### config.mk
export PLATFORM = sky130hd
export DESIGN_NAME = ordered_process_table_core
export DESIGN_NICKNAME = d
export VERILOG_FILES = /design/src/hw/rtl/opt_pkg.sv /design/src/hw/rtl/opt_rec_mem.sv /design/src/hw/rtl/ordered_process_table_core.sv
export SDC_FILE = /design/constraint.sdc
export NUM_CORES = 1
export LEC_CHECK = 0
export ABC_AREA = 1
export BUFFER_PORTS_ARGS = -buffer_cell sky130_fd_sc_hd__buf_4
export CELL_PAD_IN_SITES_DETAIL_PLACEMENT = 0
export CELL_PAD_IN_SITES_GLOBAL_PLACEMENT = 1
export CORE_ASPECT_RATIO = 1.4
export CORE_MARGIN = 3
export CORE_UTILIZATION = 30
export DETAILED_ROUTE_END_ITERATION = 8
export PLACE_DENSITY_LB_ADDON = 0.25
export SYNTH_ARGS = -nofsm -noshare
export SYNTH_HDL_FRONTEND = slang
export SYNTH_HIERARCHICAL = 1
export SYNTH_SLANG_ARGS = --single-unit
### constraint.sdc
create_clock -name aclk -period 8.8 [get_ports aclk]
set_input_delay 1.76 -clock aclk [delete_from_list [all_inputs] [get_ports aclk]]
set_output_delay 1.76 -clock aclk [all_outputs]
set_load 0.05 [all_outputs]
### src/hw/rtl/opt_pkg.sv
// Package for the ordered process table: record layout, opcodes and sizes.
`timescale 1ns / 1ps
`default_nettype none

package opt_pkg;

    // Default number of records the table holds
    localparam int unsigned OPT_TABLE_DEPTH = 16;

    // Field widths
    localparam int unsigned ID_W    = 16;
    localparam int unsigned BURST_W = 16;
    localparam int unsigned PRIO_W  = 8;
    localparam int unsigned OUT_CNT_W = 5;

    // Stream widths
    localparam int unsigned S_TDATA_W = 56;
    localparam int unsigned S_TUSER_W = 2;
    localparam int unsigned M_TDATA_W = 64;
    localparam int unsigned M_TUSER_W = 1;

    // Operation codes carried on s_tuser
    typedef enum logic [1:0] {
        OP_INSERT = 2'd0,
        OP_DELETE = 2'd1,
        OP_LOOKUP = 2'd2
    } opt_op_t;

    // One stored record, 56 bits
    typedef struct packed {
        logic [PRIO_W-1:0]  prio;
        logic [BURST_W-1:0] io;
        logic [BURST_W-1:0] cpu;
        logic [ID_W-1:0]    id;
    } opt_rec_t;

endpackage : opt_pkg

`default_nettype wire

### src/hw/rtl/opt_rec_mem.sv
// Record store: one write port, one registered read port.
`timescale 1ns / 1ps
`default_nettype none

module opt_rec_mem
    import opt_pkg::*;
#(
    parameter int unsigned DEPTH  = OPT_TABLE_DEPTH,
    parameter int unsigned ADDR_W = $clog2(OPT_TABLE_DEPTH)
) (
    input  wire logic              aclk,
    input  wire logic              wr_en,
    input  wire logic [ADDR_W-1:0] wr_addr,
    input  wire opt_rec_t          wr_data,
    input  wire logic              rd_en,
    input  wire logic [ADDR_W-1:0] rd_addr,
    output opt_rec_t               rd_data
);

    opt_rec_t store_reg [DEPTH];
    opt_rec_t rd_data_reg;

    // write port
    always_ff @(posedge aclk) begin
        if (wr_en) begin
            store_reg[wr_addr] <= wr_data;
        end
    end

    // read port, registered
    always_ff @(posedge aclk) begin
        if (rd_en) begin
            rd_data_reg <= store_reg[rd_addr];
        end
    end

    assign rd_data = rd_data_reg;

endmodule : opt_rec_mem

`default_nettype wire

### src/hw/rtl/ordered_process_table_core.sv
// Top level of the ordered process table: sequencer, count and result register.
//
//  channel | dir | beat contents (low bits first)
//  --------+-----+-------------------------------------------------------------
//  s_      | in  | tuser: opcode; tdata: id, cpu burst, io burst, priority
//  m_      | out | tuser: ok; tdata: id, cpu, io, priority, count, empty flag
//
// Lookup and delete scan the record memory one entry a cycle through its single
// read port, and delete then moves the later records down.
// One operation is in flight at a time; a new beat is taken once the result
// sits in the output register, even if the sink has not taken it yet.
// Reset clears the sequencer, the count and the output valid; the record
// memory needs no clearing.
`timescale 1ns / 1ps
`default_nettype none

module ordered_process_table_core
    import opt_pkg::*;
#(
    parameter int unsigned TABLE_DEPTH = OPT_TABLE_DEPTH
) (
    input  wire logic                 aclk,
    input  wire logic                 aresetn,
    // input beat
    input  wire logic                 s_tvalid,
    output logic                      s_tready,
    input  wire logic [S_TDATA_W-1:0] s_tdata,  // proc_id, cpu_burst_in, io_burst_in, priority_in
    input  wire logic [S_TUSER_W-1:0] s_tuser,  // opcode
    // result beat
    output logic                      m_tvalid,
    input  wire logic                 m_tready,
    output logic [M_TDATA_W-1:0]      m_tdata,  // found_id, cpu_burst_out, io_burst_out,
                                                // priority_out, entry_count, is_empty, pad
    output logic [M_TUSER_W-1:0]      m_tuser   // ok
);

    localparam int unsigned ADDR_W = $clog2(TABLE_DEPTH);
    localparam int unsigned CNT_W  = $clog2(TABLE_DEPTH + 1);
    localparam logic [CNT_W-1:0] DEPTH_C = CNT_W'(TABLE_DEPTH);
    localparam logic [CNT_W-1:0] ONE_C   = CNT_W'(1);

    typedef enum logic [2:0] {
        ST_IDLE,
        ST_EXEC,
        ST_SCAN,
        ST_SHIFT,
        ST_RESULT
    } state_t;

    state_t            state_reg;
    logic [CNT_W-1:0]  count_reg;
    logic [S_TUSER_W-1:0] op_reg;
    logic [ID_W-1:0]   key_reg;
    opt_rec_t          rec_reg;
    logic [CNT_W-1:0]  scan_idx_reg;
    logic              pend_reg;
    logic [CNT_W-1:0]  pend_idx_reg;
    logic              res_ok_reg;
    opt_rec_t          res_rec_reg;
    logic              m_tvalid_reg;
    logic [M_TDATA_W-1:0] m_tdata_reg;
    logic              m_ok_reg;

    // memory ports
    logic              mem_wr_en;
    logic [ADDR_W-1:0] mem_wr_addr;
    opt_rec_t          mem_wr_data;
    logic              mem_rd_en;
    logic [ADDR_W-1:0] mem_rd_addr;
    opt_rec_t          mem_rd_data;

    logic              hit;
    logic              scan_more;
    logic [CNT_W-1:0]  pend_idx_m1;
    logic [CNT_W+OUT_CNT_W-1:0] cnt_wide;

    opt_rec_mem #(
        .DEPTH  (TABLE_DEPTH),
        .ADDR_W (ADDR_W)
    ) u_mem (
        .aclk    (aclk),
        .wr_en   (mem_wr_en),
        .wr_addr (mem_wr_addr),
        .wr_data (mem_wr_data),
        .rd_en   (mem_rd_en),
        .rd_addr (mem_rd_addr),
        .rd_data (mem_rd_data)
    );

    // scan status
    assign hit         = pend_reg && (mem_rd_data.id == key_reg);
    assign scan_more   = scan_idx_reg < count_reg;
    assign pend_idx_m1 = pend_idx_reg - ONE_C;
    assign cnt_wide    = {{OUT_CNT_W{1'b0}}, count_reg};

    // memory port control
    always_comb begin
        mem_wr_en   = 1'b0;
        mem_wr_addr = count_reg[ADDR_W-1:0];
        mem_wr_data = rec_reg;
        mem_rd_en   = 1'b0;
        mem_rd_addr = scan_idx_reg[ADDR_W-1:0];
        unique case (state_reg)
            ST_EXEC: begin
                // append at the tail
                mem_wr_en = (op_reg == OP_INSERT) && (count_reg < DEPTH_C);
            end
            ST_SCAN: begin
                mem_rd_en = !hit && scan_more;
            end
            ST_SHIFT: begin
                // read entry k, write it back to k-1 in the next cycle
                mem_rd_en   = scan_more;
                mem_wr_en   = pend_reg;
                mem_wr_addr = pend_idx_m1[ADDR_W-1:0];
                mem_wr_data = mem_rd_data;
            end
            default: begin
            end
        endcase
    end

    assign s_tready = (state_reg == ST_IDLE);

    // sequencer, count and output register
    always_ff @(posedge aclk) begin
        if (!aresetn) begin
            state_reg    <= ST_IDLE;
            count_reg    <= '0;
            pend_reg     <= 1'b0;
            m_tvalid_reg <= 1'b0;
        end else begin
            // the result state reloads the output register itself
            if (m_tvalid_reg && m_tready && (state_reg != ST_RESULT)) begin
                m_tvalid_reg <= 1'b0;
            end
            unique case (state_reg)
                ST_IDLE: begin
                    if (s_tvalid) begin
                        op_reg       <= s_tuser;
                        key_reg      <= s_tdata[15:0];
                        rec_reg.id   <= s_tdata[15:0];
                        rec_reg.cpu  <= s_tdata[31:16];
                        rec_reg.io   <= s_tdata[47:32];
                        rec_reg.prio <= s_tdata[55:48];
                        state_reg    <= ST_EXEC;
                    end
                end
                ST_EXEC: begin
                    res_ok_reg   <= 1'b0;
                    res_rec_reg  <= '0;
                    scan_idx_reg <= '0;
                    pend_reg     <= 1'b0;
                    unique case (op_reg) inside
                        OP_INSERT: begin
                            if (count_reg < DEPTH_C) begin
                                count_reg  <= count_reg + ONE_C;
                                res_ok_reg <= 1'b1;
                            end
                            state_reg <= ST_RESULT;
                        end
                        OP_DELETE, OP_LOOKUP: begin
                            state_reg <= ST_SCAN;
                        end
                        default: begin
                            state_reg <= ST_RESULT;
                        end
                    endcase
                end
                ST_SCAN: begin
                    if (hit) begin
                        pend_reg <= 1'b0;
                        if (op_reg == OP_LOOKUP) begin
                            res_ok_reg  <= 1'b1;
                            res_rec_reg <= mem_rd_data;
                            state_reg   <= ST_RESULT;
                        end else begin
                            // close the gap starting one past the match
                            scan_idx_reg <= pend_idx_reg + ONE_C;
                            state_reg    <= ST_SHIFT;
                        end
                    end else if (scan_more) begin
                        pend_reg     <= 1'b1;
                        pend_idx_reg <= scan_idx_reg;
                        scan_idx_reg <= scan_idx_reg + ONE_C;
                    end else begin
                        pend_reg  <= 1'b0;
                        state_reg <= ST_RESULT;
                    end
                end
                ST_SHIFT: begin
                    if (scan_more) begin
                        pend_reg     <= 1'b1;
                        pend_idx_reg <= scan_idx_reg;
                        scan_idx_reg <= scan_idx_reg + ONE_C;
                    end else begin
                        pend_reg <= 1'b0;
                        if (!pend_reg) begin
                            count_reg  <= count_reg - ONE_C;
                            res_ok_reg <= 1'b1;
                            state_reg  <= ST_RESULT;
                        end
                    end
                end
                ST_RESULT: begin
                    if (!m_tvalid_reg || m_tready) begin
                        m_tvalid_reg <= 1'b1;
                        m_ok_reg     <= res_ok_reg;
                        m_tdata_reg  <= {2'b00, (count_reg == '0), cnt_wide[OUT_CNT_W-1:0],
                                         res_rec_reg.prio, res_rec_reg.io,
                                         res_rec_reg.cpu, res_rec_reg.id};
                        state_reg    <= ST_IDLE;
                    end
                end
                default: begin
                    state_reg <= ST_IDLE;
                end
            endcase
        end
    end

    assign m_tvalid   = m_tvalid_reg;
    assign m_tdata    = m_tdata_reg;
    assign m_tuser[0] = m_ok_reg;

    // count stays within the table
    a_count_range: assert property (@(posedge aclk) disable iff (!aresetn)
        count_reg <= DEPTH_C)
        else $error("record count beyond table depth");

    // count moves by at most one per operation step
    a_count_step: assert property (@(posedge aclk) disable iff (!aresetn)
        (count_reg == $past(count_reg)) || (count_reg == $past(count_reg) + ONE_C) ||
        (count_reg + ONE_C == $past(count_reg)))
        else $error("record count jumped");

    // memory is only written while an operation is in progress
    a_wr_busy: assert property (@(posedge aclk) disable iff (!aresetn)
        mem_wr_en |-> (state_reg == ST_EXEC) || (state_reg == ST_SHIFT))
        else $error("memory write outside an operation");

    // a result appears only out of the result state
    a_result_src: assert property (@(posedge aclk) disable iff (!aresetn)
        $rose(m_tvalid_reg) |-> $past(state_reg == ST_RESULT))
        else $error("result beat without a finished operation");

endmodule : ordered_process_table_core

`default_nettype wire

==> results.md <==
Synth:
- The number of distinct library cell variants in the gate-level netlist after synthesis is 38.
- sky130_fd_sc_hd__edfxtp_1 takes more of the synthesized area than any other cell.
- The combined area of all synthesized cells is 0.04851 sq mm.
- By count the netlist is led by sky130_fd_sc_hd__nand2_1, sky130_fd_sc_hd__edfxtp_1, sky130_fd_sc_hd__inv_1, sky130_fd_sc_hd__nand3_1, sky130_fd_sc_hd__nor2_1.
- The share of the yosys chip area belonging to registers is a little under three quarters.
- In this run the mean area of a mapped cell was about 11 sq um.
- Synthesis inferred 1150 register bits.
- Of the post-synthesis cell area, the dominant cell type holds 70.57%.
- Yosys printed 6 warnings.
- Synthesis handed over a netlist of 4407 instances.
- The fraction of synthesis flops using an asynchronous set or reset pin is 0%.
- The most used flip-flop cell after synthesis is sky130_fd_sc_hd__edfxtp_1.
- sky130_fd_sc_hd__nand2_1 is the most common cell in the netlist.
- By area the synthesized netlist is led by sky130_fd_sc_hd__edfxtp_1, sky130_fd_sc_hd__nand2_1, sky130_fd_sc_hd__nand3_1.
- The number of enable flip-flop cells after synthesis is roughly 1100.

Setup path:
- The launch point of the worst reg-to-reg path is state_reg[1]$_SDFFE_PN0P_.
- The number of cells on the worst reg-to-reg path is 9.
- The most frequent cell on the critical path is sky130_fd_sc_hd__buf_4.
- The worst setup path is of the flip-flop to flip-flop kind.
- The slowest cell on the critical path is sky130_fd_sc_hd__nor2_4.
- The terminus of the critical flop-to-flop path is u_mem/store_reg[8][10]$_DFFE_PP_.
- The sort of element at the end of the critical path is a flip-flop.
- The largest fanout on the critical path is 76.
- The worst stage delay on the critical path is 0.89 ns.
- The data arrival at the endpoint of the critical path is roughly 4.7 ns.
- The type of origin of the critical path is a flip-flop.
- Data on the critical path is required at its endpoint by ~9.2 ns.
- The signal on the critical path passes through inv_2, nor2_2, nand2_8, buf_4, nand2_1, o21ai_0, nand3b_1, nor2_4, buf_4.
- The setup slack of the most critical reg-to-reg path is approximately 4.5 ns.

Clock network:
- The clock latency on the worst-skew pair is about 0.73 ns.
- The number of instances resized during post-cts repair is 0.
- The post-CTS clock slew at the launch and capture registers of the worst setup and hold paths is approximately 0.07 ns.
- The clock root buffer master is sky130_fd_sc_hd__clkbuf_16.
- The CTS buffer count is 113.
- The clock tree synthesis step divided the H-tree into 3 levels.
- For this design, the CTS-stage hold fixing added 0 buffers.
- The clock sink count is ~1200.
- The number of setup buffers added after CTS is 0.
- The longest clock path from root to sink contains 3 buffers.
- TritonCTS built the clock tree.

Die:
- The die covers roughly 0.17 sq mm.
- In this run the vertical extent of the chip is 481.8 um.
- In this run the horizontal extent of the chip is 345.9 um.
- The effective utilization at floorplan is between 30 and 40%.
- The count of boundary I/O pins is roughly 130.
- The row count is around 170.
- The total area inside the core boundary comes to 0.1607 sq mm.

Placed design:
- Routability-driven placement finished with a final weighted congestion of between 0.7 and 0.8.
- The count of buffers added on input and output ports is 126.
- The half-perimeter wire length after placement is 71.05 mm.

Drt:
- The topmost layer with routed signal wires is met4.
- For this run, design rule violations remaining after detail routing come to 0.
- The total number of vias is 29880.
- The number of DRC markers in iteration 0 is a little over 2000.
- Summed over all layers, the routed wires come to roughly 130 mm.
- The count of nets left with antenna violations once routing finished came out at 0.
- The total iterations of the first detailed-routing run is 7.
- In the final routed layout, each cell accounts on average for roughly 20 um.
- In the detailed route, the total length drawn on met3 is 4.950 mm.
- The average vias per placed instance is 4.434.
- The detailed router put a total of roughly 57 mm of wire on met1.
- Detailed routing placed a total of around 67 mm of wire on met2.

Worst hold path:
- The worst hold path belongs to the class flip-flop to flip-flop.
- The worst hold path depth is 0.
- The worst hold path terminates at m_tdata[52]$_DFFE_PP_.
- The worst hold path begins at res_rec_reg[52]$_SDFFCE_PN0P_.

Layout:
- The multi-input combinational cell area is just under 0.01 sq mm.
- The end-of-flow core utilization is 34.40%.
- The register with the most flip-flops in the layout has ~900 of them.
- In the final layout, the share of cells above drive strength 1 is a little under a tenth.
- Across the whole layout, storage elements account for between 0.03 and 0.04 sq mm.
- The filler cell count in the final layout is roughly 16000.
- At the end of the flow, the number of nets in the layout was ~4600.
- The area growth from synthesis to layout is 13.92%.

Global route:
- The total congestion overflow is 0.
- The number of antenna violations at the first check in global routing is 4.
- The first global-routing pass estimated roughly 200 mm of wire.
- The aggregate global-route resource usage is 15.70%.
- The via count of the first global-routing pass came to around 30000.
- The pin count of the biggest net entering global routing is approximately 170.

STA:
- For the pin with the worst max-slew slack, the measured transition is about 1.3 ns.
- Setup repair after global routing left no endpoint under its margin.
- Setup violations remaining at the end of the flow were counted as 0.
- The clock skew after layout is around 0.022 ns.
- The final-layout setup total negative slack is 0 ns.
- The number of pins with negative max-slew slack in the final report is 0.
- Based on the critical path, the design can be clocked at up to around 230 MHz.
- The final hold violation count is 0.
- The normalized max-slew margin is 12.17%.
- The routed design could run at a clock period as short as ~4.3 ns.
- The period utilization is about half.

Pwr:
- Summed over all cells, the static leakage comes to around 23 nW.
- The areal power density over the cells is roughly 270 mW/mm^2.
- The largest vdd supply drop is roughly 0.17 mV.

Job:
- Across the run, the number of max-cap violations was 0.

Run status:
- The flow ran to the end, and the final reports show no timing, DRC or antenna violations.
==> logic make-up (layout without fill, tap and decap cells) <==
logic type / after synthesis / after routing / synth area share, %
AND/OR/NAND/NOR: 2148 / 2148 / 18.53
XOR/XNOR: 12 / 12 / 0.2166
flip-flops: 1150 / 1150 / 70.98
AO/OA/AOI/OAI: 87 / 87 / 0.9749
multiplexers: 1 / 1 / 0.02063
buffers and inverters: 995 / 1211 / 8.921
other: 1 / 4 / 0.007730
adder cells (fa/ha/maj): 13 / 13 / 0.3508
==> placed cells by master, fill, tap and decap left out, types with 2 or more instances in the layout <==
cell / netlist / routed
sky130_fd_sc_hd__inv_6: 1 / 7
sky130_fd_sc_hd__buf_4: 23 / 213
sky130_fd_sc_hd__clkinv_2: 0 / 19
sky130_fd_sc_hd__a21oi_1: 10 / 10
sky130_fd_sc_hd__o22ai_1: 4 / 4
sky130_fd_sc_hd__nor2_4: 1 / 20
sky130_fd_sc_hd__edfxtp_1: 1140 / 1140
sky130_fd_sc_hd__diode_2: 0 / 2
sky130_fd_sc_hd__bufinv_16: 0 / 13
sky130_fd_sc_hd__conb_1: 1 / 2
sky130_fd_sc_hd__o21ai_1: 6 / 25
sky130_fd_sc_hd__inv_4: 2 / 3
sky130_fd_sc_hd__nand2_2: 3 / 2
sky130_fd_sc_hd__inv_16: 0 / 2
sky130_fd_sc_hd__o21ai_2: 0 / 4
sky130_fd_sc_hd__nor2_2: 2 / 2
sky130_fd_sc_hd__xnor2_1: 4 / 4
sky130_fd_sc_hd__nor2_1: 114 / 95
sky130_fd_sc_hd__o22ai_2: 2 / 2
sky130_fd_sc_hd__clkbuf_1: 26 / 25
sky130_fd_sc_hd__ha_1: 12 / 12
sky130_fd_sc_hd__nor3_1: 3 / 3
sky130_fd_sc_hd__nand4_1: 5 / 5
sky130_fd_sc_hd__nand2_1: 1329 / 1329
sky130_fd_sc_hd__xor2_1: 8 / 8
sky130_fd_sc_hd__clkinv_1: 0 / 28
sky130_fd_sc_hd__o21ai_0: 62 / 39
sky130_fd_sc_hd__nand3_1: 686 / 686
sky130_fd_sc_hd__inv_2: 8 / 7
sky130_fd_sc_hd__nand3b_1: 2 / 2
sky130_fd_sc_hd__clkbuf_16: 0 / 114
sky130_fd_sc_hd__clkinvlp_4: 0 / 2
sky130_fd_sc_hd__inv_1: 777 / 774
sky130_fd_sc_hd__dfxtp_1: 10 / 10
==> worst max-delay path by stage <==
stage                                    from                                 to  slack, ns  depth (start not counted)
finish              state_reg[1]$_SDFFE_PN0P_   u_mem/store_reg[8][10]$_DFFE_PP_       4.48                          9
global route        state_reg[2]$_SDFFE_PN0P_  u_mem/store_reg[14][35]$_DFFE_PP_       4.17                          8
CTS                 state_reg[1]$_SDFFE_PN0P_   u_mem/store_reg[8][12]$_DFFE_PP_       4.35                          9
detailed placement  state_reg[1]$_SDFFE_PN0P_   u_mem/store_reg[8][10]$_DFFE_PP_       4.37                          9
global placement    state_reg[1]$_SDFFE_PN0P_   u_mem/store_reg[8][10]$_DFFE_PP_       4.43                          9
floorplan                             aresetn               m_tdata[0]$_DFFE_PP_       3.58                          3
==> layer usage <==
layer / up-vias / track usage, %
met5: - / 0
met4: 0 / 5.295
met3: 167 / 1.789
met2: 568 / 28.14
met1: 14560 / 19.68
li1: 14580 / -
==> final cells by class <==
cell class                 instances  area share [%]
antenna                            2        0.009056
clock buffer                     139           5.332
clock inverter                    70           1.263
inverter                         788           5.420
multi-input combinational       2263           17.96
sequential                      1150           62.30
tap                             2112           4.782
timing repair buffer             214           2.930
==> critical path: cells and delay by family, from the launching register on <==
family | cells | cell delay, ns
compound gates | 1 | 0.18
buf+inv | 3 | 1.23
flops | 1 | 0.36
simple gates | 5 | 2.09
==> report_power, final <==
part	switching [W]	internal (W)	leakage, nW
logic	0.00238	0.000751	10.5
registers	0.000105	0.00665	10.4
clock network	0.00211	0.00275	1.78
==> through the flow <==
step	instances	hold WS, ns	setup slack [ns]	power (W)	area (sq um)
6_report	6738	0.4154	4.476	0.01475	55270
4_1_cts	6736	0.4146	4.348	0.01502	55260
3_3_place_gp	6527	0.4048	4.427	0.01009	51620
5_1_grt	6737	0.4250	4.171	0.01550	55260
3_5_place_dp	6527	0.4045	4.374	0.01010	51620
2_1_floorplan	4408	0.4003	3.579	0.008932	48520
Power figures use the tool's default switching activity.
